==> src/sv/bwlp_pkg.sv <==
`timescale 1ns / 1ps
// ---------------------------------------------------------------------------
// bwlp_pkg
// Shared types, constants and the control program of the fourth-order
// Butterworth low-pass unit.
// ---------------------------------------------------------------------------
package bwlp_pkg;

    localparam int SAMPLE_WIDTH_DEF = 16;
    localparam int COEF_WIDTH_DEF   = 24;
    localparam int STATE_WIDTH_DEF  = 32;

    // Integer bits of a coefficient; the rest are fraction bits.
    localparam int COEF_INT_BITS = 4;

    localparam int COEFS_PER_SEC = 3;
    localparam int NUM_SECTIONS  = 2;
    localparam int NUM_COEFS     = COEFS_PER_SEC * NUM_SECTIONS;
    localparam int COEF_IDX_W    = $clog2(NUM_COEFS);

    localparam int CFG_IDX_W = 3;

    localparam logic [CFG_IDX_W-1:0] REG_ENABLE  = 3'd0;
    localparam logic [CFG_IDX_W-1:0] REG_S1_GAIN = 3'd1;
    localparam logic [CFG_IDX_W-1:0] REG_S1_FB1  = 3'd2;
    localparam logic [CFG_IDX_W-1:0] REG_S1_FB2  = 3'd3;
    localparam logic [CFG_IDX_W-1:0] REG_S2_GAIN = 3'd4;
    localparam logic [CFG_IDX_W-1:0] REG_S2_FB1  = 3'd5;
    localparam logic [CFG_IDX_W-1:0] REG_S2_FB2  = 3'd6;

    localparam int PC_W = 4;

    localparam logic [PC_W-1:0] PC_WAIT  = 4'd0;
    localparam logic [PC_W-1:0] PC_CHECK = 4'd1;
    localparam logic [PC_W-1:0] PC_OUT   = 4'd13;
    localparam logic [PC_W-1:0] PC_PASS  = 4'd14;

    typedef enum logic [1:0] {
        COND_NEVER,
        COND_NO_INPUT,
        COND_BYPASS,
        COND_OUT_BUSY
    } cond_t;

    typedef enum logic [1:0] {
        COEF_GAIN,
        COEF_FB1,
        COEF_FB2
    } coef_sel_t;

    typedef enum logic [1:0] {
        OPD_SRC,
        OPD_W1,
        OPD_W2
    } opd_sel_t;

    typedef enum logic [1:0] {
        ACC_HOLD,
        ACC_LOAD,
        ACC_SUB
    } acc_op_t;

    typedef enum logic [1:0] {
        OUT_NONE,
        OUT_FILT,
        OUT_PASS
    } out_op_t;

    typedef struct packed {
        cond_t           cond;
        logic [PC_W-1:0] target;
        logic            end_step;
        logic            sec;
        logic            mul_en;
        coef_sel_t       coef_sel;
        opd_sel_t        opd_sel;
        acc_op_t         acc_op;
        logic            round_en;
        logic            update_en;
        out_op_t         out_op;
    } ucode_t;

    typedef struct packed {
        logic in_valid;
        logic enable;
        logic out_busy;
    } stat_t;

    localparam ucode_t UC_NOP = '{
        cond:      COND_NEVER,
        target:    PC_WAIT,
        end_step:  1'b0,
        sec:       1'b0,
        mul_en:    1'b0,
        coef_sel:  COEF_GAIN,
        opd_sel:   OPD_SRC,
        acc_op:    ACC_HOLD,
        round_en:  1'b0,
        update_en: 1'b0,
        out_op:    OUT_NONE
    };

    // Control store. Each section runs the same six steps: three multiplies
    // into the shared accumulator, a rounding step and a state update.
    function automatic ucode_t ucode(input logic [PC_W-1:0] pc);
        ucode_t u;
        u = UC_NOP;
        case (pc)
            4'd0:
            begin
                u.cond   = COND_NO_INPUT;
                u.target = PC_WAIT;
            end
            4'd1, 4'd7:
            begin
                if (pc == PC_CHECK)
                begin
                    u.cond   = COND_BYPASS;
                    u.target = PC_PASS;
                end
                u.sec      = (pc == 4'd7);
                u.mul_en   = 1'b1;
                u.coef_sel = COEF_GAIN;
                u.opd_sel  = OPD_SRC;
            end
            4'd2, 4'd8:
            begin
                u.sec      = (pc == 4'd8);
                u.mul_en   = 1'b1;
                u.coef_sel = COEF_FB1;
                u.opd_sel  = OPD_W1;
                u.acc_op   = ACC_LOAD;
            end
            4'd3, 4'd9:
            begin
                u.sec      = (pc == 4'd9);
                u.mul_en   = 1'b1;
                u.coef_sel = COEF_FB2;
                u.opd_sel  = OPD_W2;
                u.acc_op   = ACC_SUB;
            end
            4'd4, 4'd10:
            begin
                u.sec    = (pc == 4'd10);
                u.acc_op = ACC_SUB;
            end
            4'd5, 4'd11:
            begin
                u.sec      = (pc == 4'd11);
                u.round_en = 1'b1;
            end
            4'd6, 4'd12:
            begin
                u.sec       = (pc == 4'd12);
                u.update_en = 1'b1;
            end
            4'd13:
            begin
                u.cond     = COND_OUT_BUSY;
                u.target   = PC_OUT;
                u.end_step = 1'b1;
                u.out_op   = OUT_FILT;
            end
            4'd14:
            begin
                u.cond     = COND_OUT_BUSY;
                u.target   = PC_PASS;
                u.end_step = 1'b1;
                u.out_op   = OUT_PASS;
            end
            default:
            begin
                u.end_step = 1'b1;
            end
        endcase
        return u;
    endfunction

endpackage

==> src/sv/bwlp_if.sv <==
`timescale 1ns / 1ps
// ---------------------------------------------------------------------------
// bwlp_if
// Handshake channels of the low-pass unit: sample input, sample output and
// the register write port.
// ---------------------------------------------------------------------------
interface bwlp_in_if #(parameter int SAMPLE_WIDTH = 16);
    logic                           valid;
    logic                           ready;
    logic signed [SAMPLE_WIDTH-1:0] sample_in;

    modport source (output valid, output sample_in, input ready);
    modport sink (input valid, input sample_in, output ready);
endinterface

interface bwlp_out_if #(parameter int SAMPLE_WIDTH = 16);
    logic                           valid;
    logic                           ready;
    logic signed [SAMPLE_WIDTH-1:0] sample_out;

    modport source (output valid, output sample_out, input ready);
    modport sink (input valid, input sample_out, output ready);
endinterface

interface bwlp_cfg_if #(parameter int IDX_WIDTH = 3, parameter int DATA_WIDTH = 24);
    logic                  valid;
    logic                  ready;
    logic [IDX_WIDTH-1:0]  index;
    logic [DATA_WIDTH-1:0] data;

    modport source (output valid, output index, output data, input ready);
    modport sink (input valid, input index, input data, output ready);
endinterface

==> src/sv/butterworth_lowpass_4th_order_unit.sv <==
`timescale 1ns / 1ps
// ---------------------------------------------------------------------------
// butterworth_lowpass_4th_order_unit
// Fourth-order low-pass filter from two cascaded biquad sections, run by a
// small microprogram over one shared multiplier.
// ---------------------------------------------------------------------------
// Usage: samples enter on din and filtered samples leave on dout, one output
// word for every input word, in order. Coefficients and the enable bit are
// written on cfg, which is always ready and should only be used while the
// unit is idle.
// With the filter enabled, each section spends six steps of the program on
// three multiplies through the single multiplier, the accumulation,
// rounding and the state update, and one more step forms the output. With
// the filter disabled, the program branches from its check step straight
// to the pass-through step, which loads the output register.
// A new word is accepted only once the program has returned to its wait
// step, so the unit does not take a word while the last one is still in
// the program.
// Reset clears the section state, the configuration registers (filter
// disabled, all coefficients zero) and the output valid flag.
// When dout stalls, a finished word is held in the output register; the next
// word is still accepted and computed, and the program waits at its output
// step until the register is free.
// ---------------------------------------------------------------------------
module butterworth_lowpass_4th_order_unit #(
    parameter int SAMPLE_WIDTH = bwlp_pkg::SAMPLE_WIDTH_DEF,
    parameter int COEF_WIDTH   = bwlp_pkg::COEF_WIDTH_DEF,
    parameter int STATE_WIDTH  = bwlp_pkg::STATE_WIDTH_DEF
) (
    input logic       clk,
    input logic       rst_n,
    bwlp_in_if.sink   din,
    bwlp_out_if.source dout,
    bwlp_cfg_if.sink  cfg
);
    import bwlp_pkg::*;

    logic                         enable_reg;
    logic signed [COEF_WIDTH-1:0] coef_reg [NUM_COEFS];
    ucode_t                       ctl;
    stat_t                        stat;
    logic                         in_ready;
    logic                         in_fire;
    logic                         out_busy;

    assign cfg.ready = 1'b1;
    assign din.ready = in_ready;
    assign in_fire   = din.valid && in_ready;

    assign stat.in_valid = din.valid;
    assign stat.enable   = enable_reg;
    assign stat.out_busy = out_busy;

    always_ff @(posedge clk or negedge rst_n)
    begin
        if (!rst_n)
        begin
            enable_reg <= 1'b0;
            for (int i = 0; i < NUM_COEFS; i++)
                coef_reg[i] <= '0;
        end
        else if (cfg.valid)
        begin
            if (cfg.index == REG_ENABLE)
                enable_reg <= cfg.data[0];
            else if (cfg.index inside {[REG_S1_GAIN:REG_S2_FB2]})
                coef_reg[COEF_IDX_W'(cfg.index - REG_S1_GAIN)] <= cfg.data;
        end
    end

    bwlp_sequencer u_seq (
        .clk      (clk),
        .rst_n    (rst_n),
        .stat     (stat),
        .ctl      (ctl),
        .in_ready (in_ready)
    );

    bwlp_datapath #(
        .SAMPLE_WIDTH (SAMPLE_WIDTH),
        .COEF_WIDTH   (COEF_WIDTH),
        .STATE_WIDTH  (STATE_WIDTH)
    ) u_dp (
        .clk        (clk),
        .rst_n      (rst_n),
        .ctl        (ctl),
        .in_fire    (in_fire),
        .sample_in  (din.sample_in),
        .coef       (coef_reg),
        .out_ready  (dout.ready),
        .out_valid  (dout.valid),
        .sample_out (dout.sample_out),
        .out_busy   (out_busy)
    );

endmodule

==> src/sv/bwlp_sequencer.sv <==
`timescale 1ns / 1ps
// ---------------------------------------------------------------------------
// bwlp_sequencer
// Step counter over the control store, with conditional jumps for input
// wait, bypass and output backpressure.
// ---------------------------------------------------------------------------
module bwlp_sequencer (
    input  logic            clk,
    input  logic            rst_n,
    input  bwlp_pkg::stat_t stat,
    output bwlp_pkg::ucode_t ctl,
    output logic            in_ready
);
    import bwlp_pkg::*;

    logic [PC_W-1:0] pc_reg;
    logic [PC_W-1:0] pc_next;
    logic            taken;

    assign ctl      = ucode(pc_reg);
    assign in_ready = (ctl.cond == COND_NO_INPUT);

    always_comb
    begin
        case (ctl.cond)
            COND_NO_INPUT: taken = !stat.in_valid;
            COND_BYPASS:   taken = !stat.enable;
            COND_OUT_BUSY: taken = stat.out_busy;
            default:       taken = 1'b0;
        endcase
        if (taken)
            pc_next = ctl.target;
        else if (ctl.end_step)
            pc_next = PC_WAIT;
        else
            pc_next = pc_reg + 1'b1;
    end

    always_ff @(posedge clk or negedge rst_n)
    begin
        if (!rst_n)
            pc_reg <= PC_WAIT;
        else
            pc_reg <= pc_next;
    end

    a_accept_starts: assert property (@(posedge clk) disable iff (!rst_n)
        in_ready && stat.in_valid |=> pc_reg == PC_CHECK)
        else $error("accepted word did not start the program");

    a_bypass_jump: assert property (@(posedge clk) disable iff (!rst_n)
        ctl.cond == COND_BYPASS && !stat.enable |=> pc_reg == PC_PASS)
        else $error("disabled filter did not branch to pass-through");

    a_out_hold: assert property (@(posedge clk) disable iff (!rst_n)
        ctl.out_op != OUT_NONE && stat.out_busy |=> $stable(pc_reg))
        else $error("output step left while output register was full");

    a_out_done: assert property (@(posedge clk) disable iff (!rst_n)
        ctl.out_op != OUT_NONE && !stat.out_busy |=> pc_reg == PC_WAIT)
        else $error("program did not return to wait after output");

endmodule

==> src/sv/bwlp_datapath.sv <==
`timescale 1ns / 1ps
// ---------------------------------------------------------------------------
// bwlp_datapath
// Shared multiplier, accumulator, rounding and saturation, section state
// and the output register, all driven by the control word.
// ---------------------------------------------------------------------------
module bwlp_datapath #(
    parameter int SAMPLE_WIDTH = bwlp_pkg::SAMPLE_WIDTH_DEF,
    parameter int COEF_WIDTH   = bwlp_pkg::COEF_WIDTH_DEF,
    parameter int STATE_WIDTH  = bwlp_pkg::STATE_WIDTH_DEF
) (
    input  logic                           clk,
    input  logic                           rst_n,
    input  bwlp_pkg::ucode_t               ctl,
    input  logic                           in_fire,
    input  logic signed [SAMPLE_WIDTH-1:0] sample_in,
    input  logic signed [COEF_WIDTH-1:0]   coef [bwlp_pkg::NUM_COEFS],
    input  logic                           out_ready,
    output logic                           out_valid,
    output logic signed [SAMPLE_WIDTH-1:0] sample_out,
    output logic                           out_busy
);
    import bwlp_pkg::*;

    localparam int COEF_FRAC  = COEF_WIDTH - COEF_INT_BITS;
    localparam int STATE_FRAC = STATE_WIDTH / 2;
    localparam int XIN_W      = SAMPLE_WIDTH + STATE_FRAC;
    localparam int DATA_W     = (STATE_WIDTH > XIN_W) ? STATE_WIDTH : XIN_W;
    localparam int PROD_W     = COEF_WIDTH + DATA_W;
    localparam int ACC_W      = PROD_W + 2;
    localparam int YS_W       = STATE_WIDTH + 3;
    localparam int OS_W       = STATE_WIDTH + 1;

    localparam logic signed [ACC_W:0]  RND_HALF = (ACC_W + 1)'(1) <<< (COEF_FRAC - 1);
    localparam logic signed [OS_W-1:0] OUT_HALF = OS_W'(1) <<< (STATE_FRAC - 1);
    localparam logic signed [STATE_WIDTH-1:0] ST_MAX = {1'b0, {(STATE_WIDTH - 1){1'b1}}};
    localparam logic signed [STATE_WIDTH-1:0] ST_MIN = {1'b1, {(STATE_WIDTH - 1){1'b0}}};
    localparam logic signed [SAMPLE_WIDTH-1:0] SM_MAX = {1'b0, {(SAMPLE_WIDTH - 1){1'b1}}};
    localparam logic signed [SAMPLE_WIDTH-1:0] SM_MIN = {1'b1, {(SAMPLE_WIDTH - 1){1'b0}}};

    logic signed [SAMPLE_WIDTH-1:0] x_reg;
    logic signed [PROD_W-1:0]       prod_reg;
    logic signed [PROD_W-1:0]       prod_next;
    logic signed [ACC_W-1:0]        acc_reg;
    logic signed [ACC_W-1:0]        acc_next;
    logic signed [STATE_WIDTH-1:0]  w_reg;
    logic signed [STATE_WIDTH-1:0]  w_next;
    logic signed [STATE_WIDTH-1:0]  y_reg;
    logic signed [STATE_WIDTH-1:0]  y_next;
    logic signed [STATE_WIDTH-1:0]  w1_reg [NUM_SECTIONS];
    logic signed [STATE_WIDTH-1:0]  w2_reg [NUM_SECTIONS];
    logic                           out_valid_reg;
    logic signed [SAMPLE_WIDTH-1:0] sample_out_reg;
    logic signed [SAMPLE_WIDTH-1:0] sample_out_next;

    logic [COEF_IDX_W-1:0]        cidx;
    logic signed [COEF_WIDTH-1:0] coef_val;
    logic signed [DATA_W-1:0]     x_ext;
    logic signed [DATA_W-1:0]     opd;
    logic signed [ACC_W:0]        rnd_sum;
    logic signed [ACC_W:0]        rnd_shift;
    logic signed [YS_W-1:0]       y_sum;
    logic signed [OS_W-1:0]       o_sum;
    logic signed [OS_W-1:0]       o_shift;
    logic                         out_write;

    assign x_ext    = DATA_W'(x_reg) <<< STATE_FRAC;
    assign cidx     = ctl.sec ? (COEF_IDX_W'(COEFS_PER_SEC) + COEF_IDX_W'(ctl.coef_sel))
                              : COEF_IDX_W'(ctl.coef_sel);
    assign coef_val = coef[cidx];

    always_comb
    begin
        case (ctl.opd_sel)
            OPD_SRC: opd = ctl.sec ? DATA_W'(y_reg) : x_ext;
            OPD_W1:  opd = DATA_W'(w1_reg[ctl.sec]);
            OPD_W2:  opd = DATA_W'(w2_reg[ctl.sec]);
            default: opd = '0;
        endcase
        prod_next = PROD_W'(coef_val) * PROD_W'(opd);

        case (ctl.acc_op)
            ACC_LOAD: acc_next = ACC_W'(prod_reg);
            ACC_SUB:  acc_next = acc_reg - ACC_W'(prod_reg);
            default:  acc_next = acc_reg;
        endcase
    end

    // The new state value is rounded half up to the state format and clamped.
    always_comb
    begin
        rnd_sum   = (ACC_W + 1)'(acc_reg) + RND_HALF;
        rnd_shift = rnd_sum >>> COEF_FRAC;
        if (!((&rnd_shift[ACC_W:STATE_WIDTH-1]) || !(|rnd_shift[ACC_W:STATE_WIDTH-1])))
            w_next = rnd_shift[ACC_W] ? ST_MIN : ST_MAX;
        else
            w_next = rnd_shift[STATE_WIDTH-1:0];

        y_sum = YS_W'(w_reg) + (YS_W'(w1_reg[ctl.sec]) <<< 1) + YS_W'(w2_reg[ctl.sec]);
        if (!((&y_sum[YS_W-1:STATE_WIDTH-1]) || !(|y_sum[YS_W-1:STATE_WIDTH-1])))
            y_next = y_sum[YS_W-1] ? ST_MIN : ST_MAX;
        else
            y_next = y_sum[STATE_WIDTH-1:0];

        o_sum   = OS_W'(y_reg) + OUT_HALF;
        o_shift = o_sum >>> STATE_FRAC;
        if (ctl.out_op == OUT_PASS)
            sample_out_next = x_reg;
        else if (!((&o_shift[OS_W-1:SAMPLE_WIDTH-1]) || !(|o_shift[OS_W-1:SAMPLE_WIDTH-1])))
            sample_out_next = o_shift[OS_W-1] ? SM_MIN : SM_MAX;
        else
            sample_out_next = o_shift[SAMPLE_WIDTH-1:0];
    end

    assign out_busy  = out_valid_reg && !out_ready;
    assign out_write = (ctl.out_op != OUT_NONE) && !out_busy;

    always_ff @(posedge clk)
    begin
        if (in_fire)
            x_reg <= sample_in;
        if (ctl.mul_en)
            prod_reg <= prod_next;
        acc_reg <= acc_next;
        if (ctl.round_en)
            w_reg <= w_next;
        if (ctl.update_en)
            y_reg <= y_next;
        if (out_write)
            sample_out_reg <= sample_out_next;
    end

    always_ff @(posedge clk or negedge rst_n)
    begin
        if (!rst_n)
        begin
            out_valid_reg <= 1'b0;
            for (int i = 0; i < NUM_SECTIONS; i++)
            begin
                w1_reg[i] <= '0;
                w2_reg[i] <= '0;
            end
        end
        else
        begin
            if (out_write)
                out_valid_reg <= 1'b1;
            else if (out_ready)
                out_valid_reg <= 1'b0;
            if (ctl.update_en)
            begin
                w2_reg[ctl.sec] <= w1_reg[ctl.sec];
                w1_reg[ctl.sec] <= w_reg;
            end
        end
    end

    assign out_valid  = out_valid_reg;
    assign sample_out = sample_out_reg;

endmodule

==> src/flat_wrapper.sv <==
// flat-port wrapper written by rule: the top's interface ports become plain ports
module butterworth_lowpass_4th_order_unit_flat import bwlp_pkg::*;
#(
    parameter int SAMPLE_WIDTH = bwlp_pkg::SAMPLE_WIDTH_DEF,
    parameter int COEF_WIDTH   = bwlp_pkg::COEF_WIDTH_DEF,
    parameter int STATE_WIDTH  = bwlp_pkg::STATE_WIDTH_DEF
)
  (clk, rst_n, din_valid, din_sample_in, din_ready, dout_valid, dout_sample_out, dout_ready, cfg_valid, cfg_index, cfg_data, cfg_ready);
  bwlp_in_if #(.SAMPLE_WIDTH(SAMPLE_WIDTH)) din_i ();
  bwlp_out_if #(.SAMPLE_WIDTH(SAMPLE_WIDTH)) dout_i ();
  bwlp_cfg_if #(.IDX_WIDTH(CFG_IDX_W), .DATA_WIDTH(COEF_WIDTH_DEF)) cfg_i ();
  input logic clk;
  input logic rst_n;
  input wire logic [$bits(din_i.valid)-1:0] din_valid;
  input wire logic [$bits(din_i.sample_in)-1:0] din_sample_in;
  output wire logic [$bits(din_i.ready)-1:0] din_ready;
  output wire logic [$bits(dout_i.valid)-1:0] dout_valid;
  output wire logic [$bits(dout_i.sample_out)-1:0] dout_sample_out;
  input wire logic [$bits(dout_i.ready)-1:0] dout_ready;
  input wire logic [$bits(cfg_i.valid)-1:0] cfg_valid;
  input wire logic [$bits(cfg_i.index)-1:0] cfg_index;
  input wire logic [$bits(cfg_i.data)-1:0] cfg_data;
  output wire logic [$bits(cfg_i.ready)-1:0] cfg_ready;
  assign din_i.valid = din_valid;
  assign din_i.sample_in = din_sample_in;
  assign din_ready = din_i.ready;
  assign dout_valid = dout_i.valid;
  assign dout_sample_out = dout_i.sample_out;
  assign dout_i.ready = dout_ready;
  assign cfg_i.valid = cfg_valid;
  assign cfg_i.index = cfg_index;
  assign cfg_i.data = cfg_data;
  assign cfg_ready = cfg_i.ready;
  butterworth_lowpass_4th_order_unit #(.SAMPLE_WIDTH(SAMPLE_WIDTH), .COEF_WIDTH(COEF_WIDTH), .STATE_WIDTH(STATE_WIDTH)) u_core (.clk(clk), .rst_n(rst_n), .din(din_i), .dout(dout_i), .cfg(cfg_i));
endmodule
==> config.mk <==
export PLATFORM = sky130hd
export DESIGN_NAME = butterworth_lowpass_4th_order_unit_flat
export DESIGN_NICKNAME = d
export VERILOG_FILES = /design/src/sv/bwlp_pkg.sv /design/src/sv/bwlp_if.sv /design/src/sv/butterworth_lowpass_4th_order_unit.sv /design/src/sv/bwlp_sequencer.sv /design/src/sv/bwlp_datapath.sv /design/src/flat_wrapper.sv
export SDC_FILE = /design/constraint.sdc
export NUM_CORES = 2
export LEC_CHECK = 0
export ABC_CLOCK_PERIOD_IN_PS = 15600
export BUFFER_PORTS_ARGS = -buffer_cell sky130_fd_sc_hd__clkbuf_2
export CAP_MARGIN = 40
export CORE_MARGIN = 3
export CORE_UTILIZATION = 45
export CTS_BUF_LIST = sky130_fd_sc_hd__clkbuf_16
export DETAILED_ROUTE_END_ITERATION = 10
export MAX_ROUTING_LAYER = met4
export PLACE_DENSITY = 0.69
export SLEW_MARGIN = 10
export SYNTH_ARGS = -nofsm -noshare
export SYNTH_HDL_FRONTEND = slang
export SYNTH_SLANG_ARGS = --single-unit
==> constraint.sdc <==
create_clock -name clk -period 15.6 [get_ports clk]
set_input_delay 0.78 -clock clk [delete_from_list [all_inputs] [get_ports clk]]
set_output_delay 0.78 -clock clk [all_outputs]
set_load 0.1 [all_outputs]
==> impl_metrics.yaml <==
clocking:
  cts_setup_buffers: 0
  cts_tree: "yes"
  h-tree-depth: 2
  cts.sinks: 488
  cts-root-buf: "clkbuf_16"
  cts_buffers: 58
  cts_buffer_depth: 3
  clk_pin_slew_ns: 0.06
  cts_resized: 0
  ctsHoldBuffers: 0
  clk_latency_ns: 0.68
detailed_routing:
  wirelength_um: 147000
  initialDrtViolationCount: 3125
  drtPass1Iterations: 6
  vias: 39631
  via_per_inst: 5.57
  wl_per_cell_um: 20.7
  ant_nets: 0
  drc: 0
sta:
  setup_violations: 0
  fmax_mhz: 80.8
  period_share_pct: 79.4
  slew_headroom_pct: 23.3
  slew_viol_final: 0
  period_minus_slack_ns: 12.38
  clock_skew_ns: 0.0163
  tightest_slew_ns: 1.15
  finalHoldViolCount: 0
  rsz0062_at_grt: "no"
  fin_tns_setup_ns: 0
critical_path:
  crit_top_cell: "fa_1"
  required_ns: 15.99
  ff2ff_setup_slack_ns: 3.22
  cp.arrival_ns: 12.77
  cp_slowest_cell: "fa_1"
  worstSetupEndpointType: "register"
  start_kind: "register"
  path_max_fanout: 57
  max_stage_delay_ns: 0.87
  criticalPathCategory: "reg -> reg"
synthesis:
  synth_area_leaders: "fa_1 30%, dfrtp_1 13%, edfxtp_1 11%"
  synth_area_um2: 55100
  synth.top_cell.area_share_pct: 29.7
  ys_ff_latch: 488
  yosysTopAreaCell: "fa_1"
  synth_edf_count: 210
  ys_types: 104
  ys_warn_count: 0
  postSynthCellCount: 5508
  seq_area_frac_synth_pct: 24.1
  avgSynthCellArea_um2: 10.0
  synthFlopType: "dfrtp_1"
  async_reset_ff_share_pct: 57.0
  synth_nets: 6630
floorplan:
  dieHeight_um: 356
  fp.dieW_um: 356
  core-area_um2: 121000
  io-pin-count: 67
  rows: 127
  die-area_um2: 127000
  initial_core_util_pct: 45.6
cells_and_area:
  layout-drive-gt1-share_pct: 12.5
  instances_no_fill: 7114
  area_delta_synth_final_pct: 7.34
  fin_nets: 6572
  largest_reg_flops: 144
job:
  drv_cap: 0
global_route:
  grt_overflow: 0
  grt_usage_pct: 24.3
  antenna_found_initial: 5
  grt_pass1_wl_um: 234000
  grt_pass1_vias: 41083
  grt_max_degree: 166
worst_hold_path:
  min-delay-path-class: "in -> async"
placement:
  placed_cells: 7002
  dp_hpwl_um: 112000
  place.gp.congestion: 0.940
  portBuffers: 65
status:
  status: "complete, no violations"
==> cells in the mapped netlist, types with 8 or more instances <==
cell,n
inv_1,947
fa_1,817
nand2_1,512
nor2_1,499
mux2_2,292
dfrtp_1,278
ha_1,257
edfxtp_1,210
a21oi_1,203
clkbuf_1,163
o21ai_0,128
a21o_1,125
xnor2_1,114
buf_2,85
nand2b_1,84
mux2i_1,80
xor2_1,67
nand3_1,57
nand4_1,42
and2_1,36
nor2b_1,35
a21oi_2,31
a211oi_1,30
nor3_1,27
o21a_1,24
and3_1,23
or2_2,23
o21bai_1,22
o22a_1,22
a31oi_1,20
mux4_2,16
o22ai_1,15
o21ai_1,13
a222oi_1,11
and4_1,11
buf_4,11
o31ai_1,10
o211ai_1,8
==> cell families (layout without fill, tap and decap cells) <==
| family | after synthesis | in the layout | share of synthesized area [%] |
|---|---|---|---|
| buf+inv | 1229 | 1217 | 8.80 |
| xor+xnor | 182 | 182 | 2.93 |
| flops | 488 | 488 | 24.1 |
| compound gates | 754 | 754 | 9.28 |
| simple gates | 1385 | 1385 | 11.1 |
| other cells | 1 | 7 | 0.00681 |
| mux | 395 | 395 | 8.23 |
| fa+ha+maj | 1074 | 1074 | 35.5 |
==> final timing paths <==
path,end,from,cells past startpoint
worst max-delay path,u_core.u_dp.prod_reg[55]$_DFFE_PP_,u_core.u_seq.pc_reg[0]$_DFF_PN0_,35
worst min-delay path,u_core.u_dp.out_valid$_DFFE_PN0P_,rst_n,1
worst max register to register,u_core.u_dp.prod_reg[55]$_DFFE_PP_,u_core.u_seq.pc_reg[0]$_DFF_PN0_,35
worst min register to register,u_core.coef_reg[49]$_DFFE_PN0P_,u_core.coef_reg[49]$_DFFE_PN0P_,1
max in group asynchronous,u_core.coef_reg[64]$_DFFE_PN0P_,rst_n,2
min in group clk,u_core.u_dp.x_reg[6]$_DFFE_PP_,din_sample_in[6],1
==> critical path: cells and delay by family (launching register included) <==
| kind | cells | cell delay [ns] |
|---|---|---|
| adder cells (fa/ha/maj) | 10 | 5.16 |
| buffers and inverters | 8 | 2.27 |
| AO/OA/AOI/OAI | 9 | 1.89 |
| AND/OR/NAND/NOR | 4 | 1.23 |
| XOR/XNOR | 2 | 0.59 |
| multiplexers | 2 | 0.42 |
| flip-flops | 1 | 0.42 |
==> layout make-up <==
type                    count  area, um2
repair buffers            157       1130
multi-input cells        3791      37300
diodes                      6       15.0
clock inverters            47        368
flip-flops and latches    488      13300
clock buffers              59       1480
fillers                 11115      61700
inverters                 954       3580
well taps                1612       2020
==> placed cells by master, fill, tap and decap left out, types with 12 or more instances in the layout <==
| cell type | instances |
|---|---|
| a211oi_1 | 30 |
| a21o_1 | 125 |
| a21oi_1 | 197 |
| a21oi_2 | 37 |
| a31oi_1 | 20 |
| and2_1 | 36 |
| and3_1 | 23 |
| buf_4 | 83 |
| clkbuf_16 | 59 |
| clkbuf_2 | 64 |
| dfrtp_1 | 278 |
| edfxtp_1 | 210 |
| fa_1 | 817 |
| ha_1 | 255 |
| inv_1 | 956 |
| mux2_2 | 292 |
| mux2i_1 | 76 |
| mux4_2 | 16 |
| nand2_1 | 512 |
| nand2b_1 | 84 |
| nand3_1 | 56 |
| nand4_1 | 42 |
| nor2_1 | 496 |
| nor2b_1 | 34 |
| nor3_1 | 24 |
| o21a_1 | 24 |
| o21ai_0 | 127 |
| o21ai_1 | 12 |
| o21bai_1 | 22 |
| o22a_1 | 22 |
| or2_2 | 23 |
| xnor2_1 | 113 |
| xor2_1 | 67 |
==> routing by layer <==
| metal | wire length (um) | track usage [%] | share of wire, % | vias up |
|---|---|---|---|---|
| met5 | 0 | - | 0 | - |
| met4 | 6310 | 9.34 | 4.3 | 0 |
| met3 | 11700 | 4.21 | 7.9 | 373 |
| met2 | 66500 | 37.2 | 45 | 1549 |
| met1 | 63000 | 32.6 | 43 | 20165 |
| li1 | - | - | - | 17544 |
==> through the flow <==
step           hold slack (ns)  area, um2  utilization (%)  setup WS [ns]
6_report                 0.120      59100             48.9           3.22
5_1_grt                  0.234      59100             48.9           2.45
4_1_cts                  0.185      59100             48.9           3.27
3_5_place_dp             0.487      57300             47.4           3.33
3_3_place_gp             0.482      57100             47.3           3.33
2_1_floorplan            0.471      55100                -           3.42
Power is left out: the tool's default activity adds up to more than one toggle a clock period on the data nets, which glitch-free logic cannot reach.
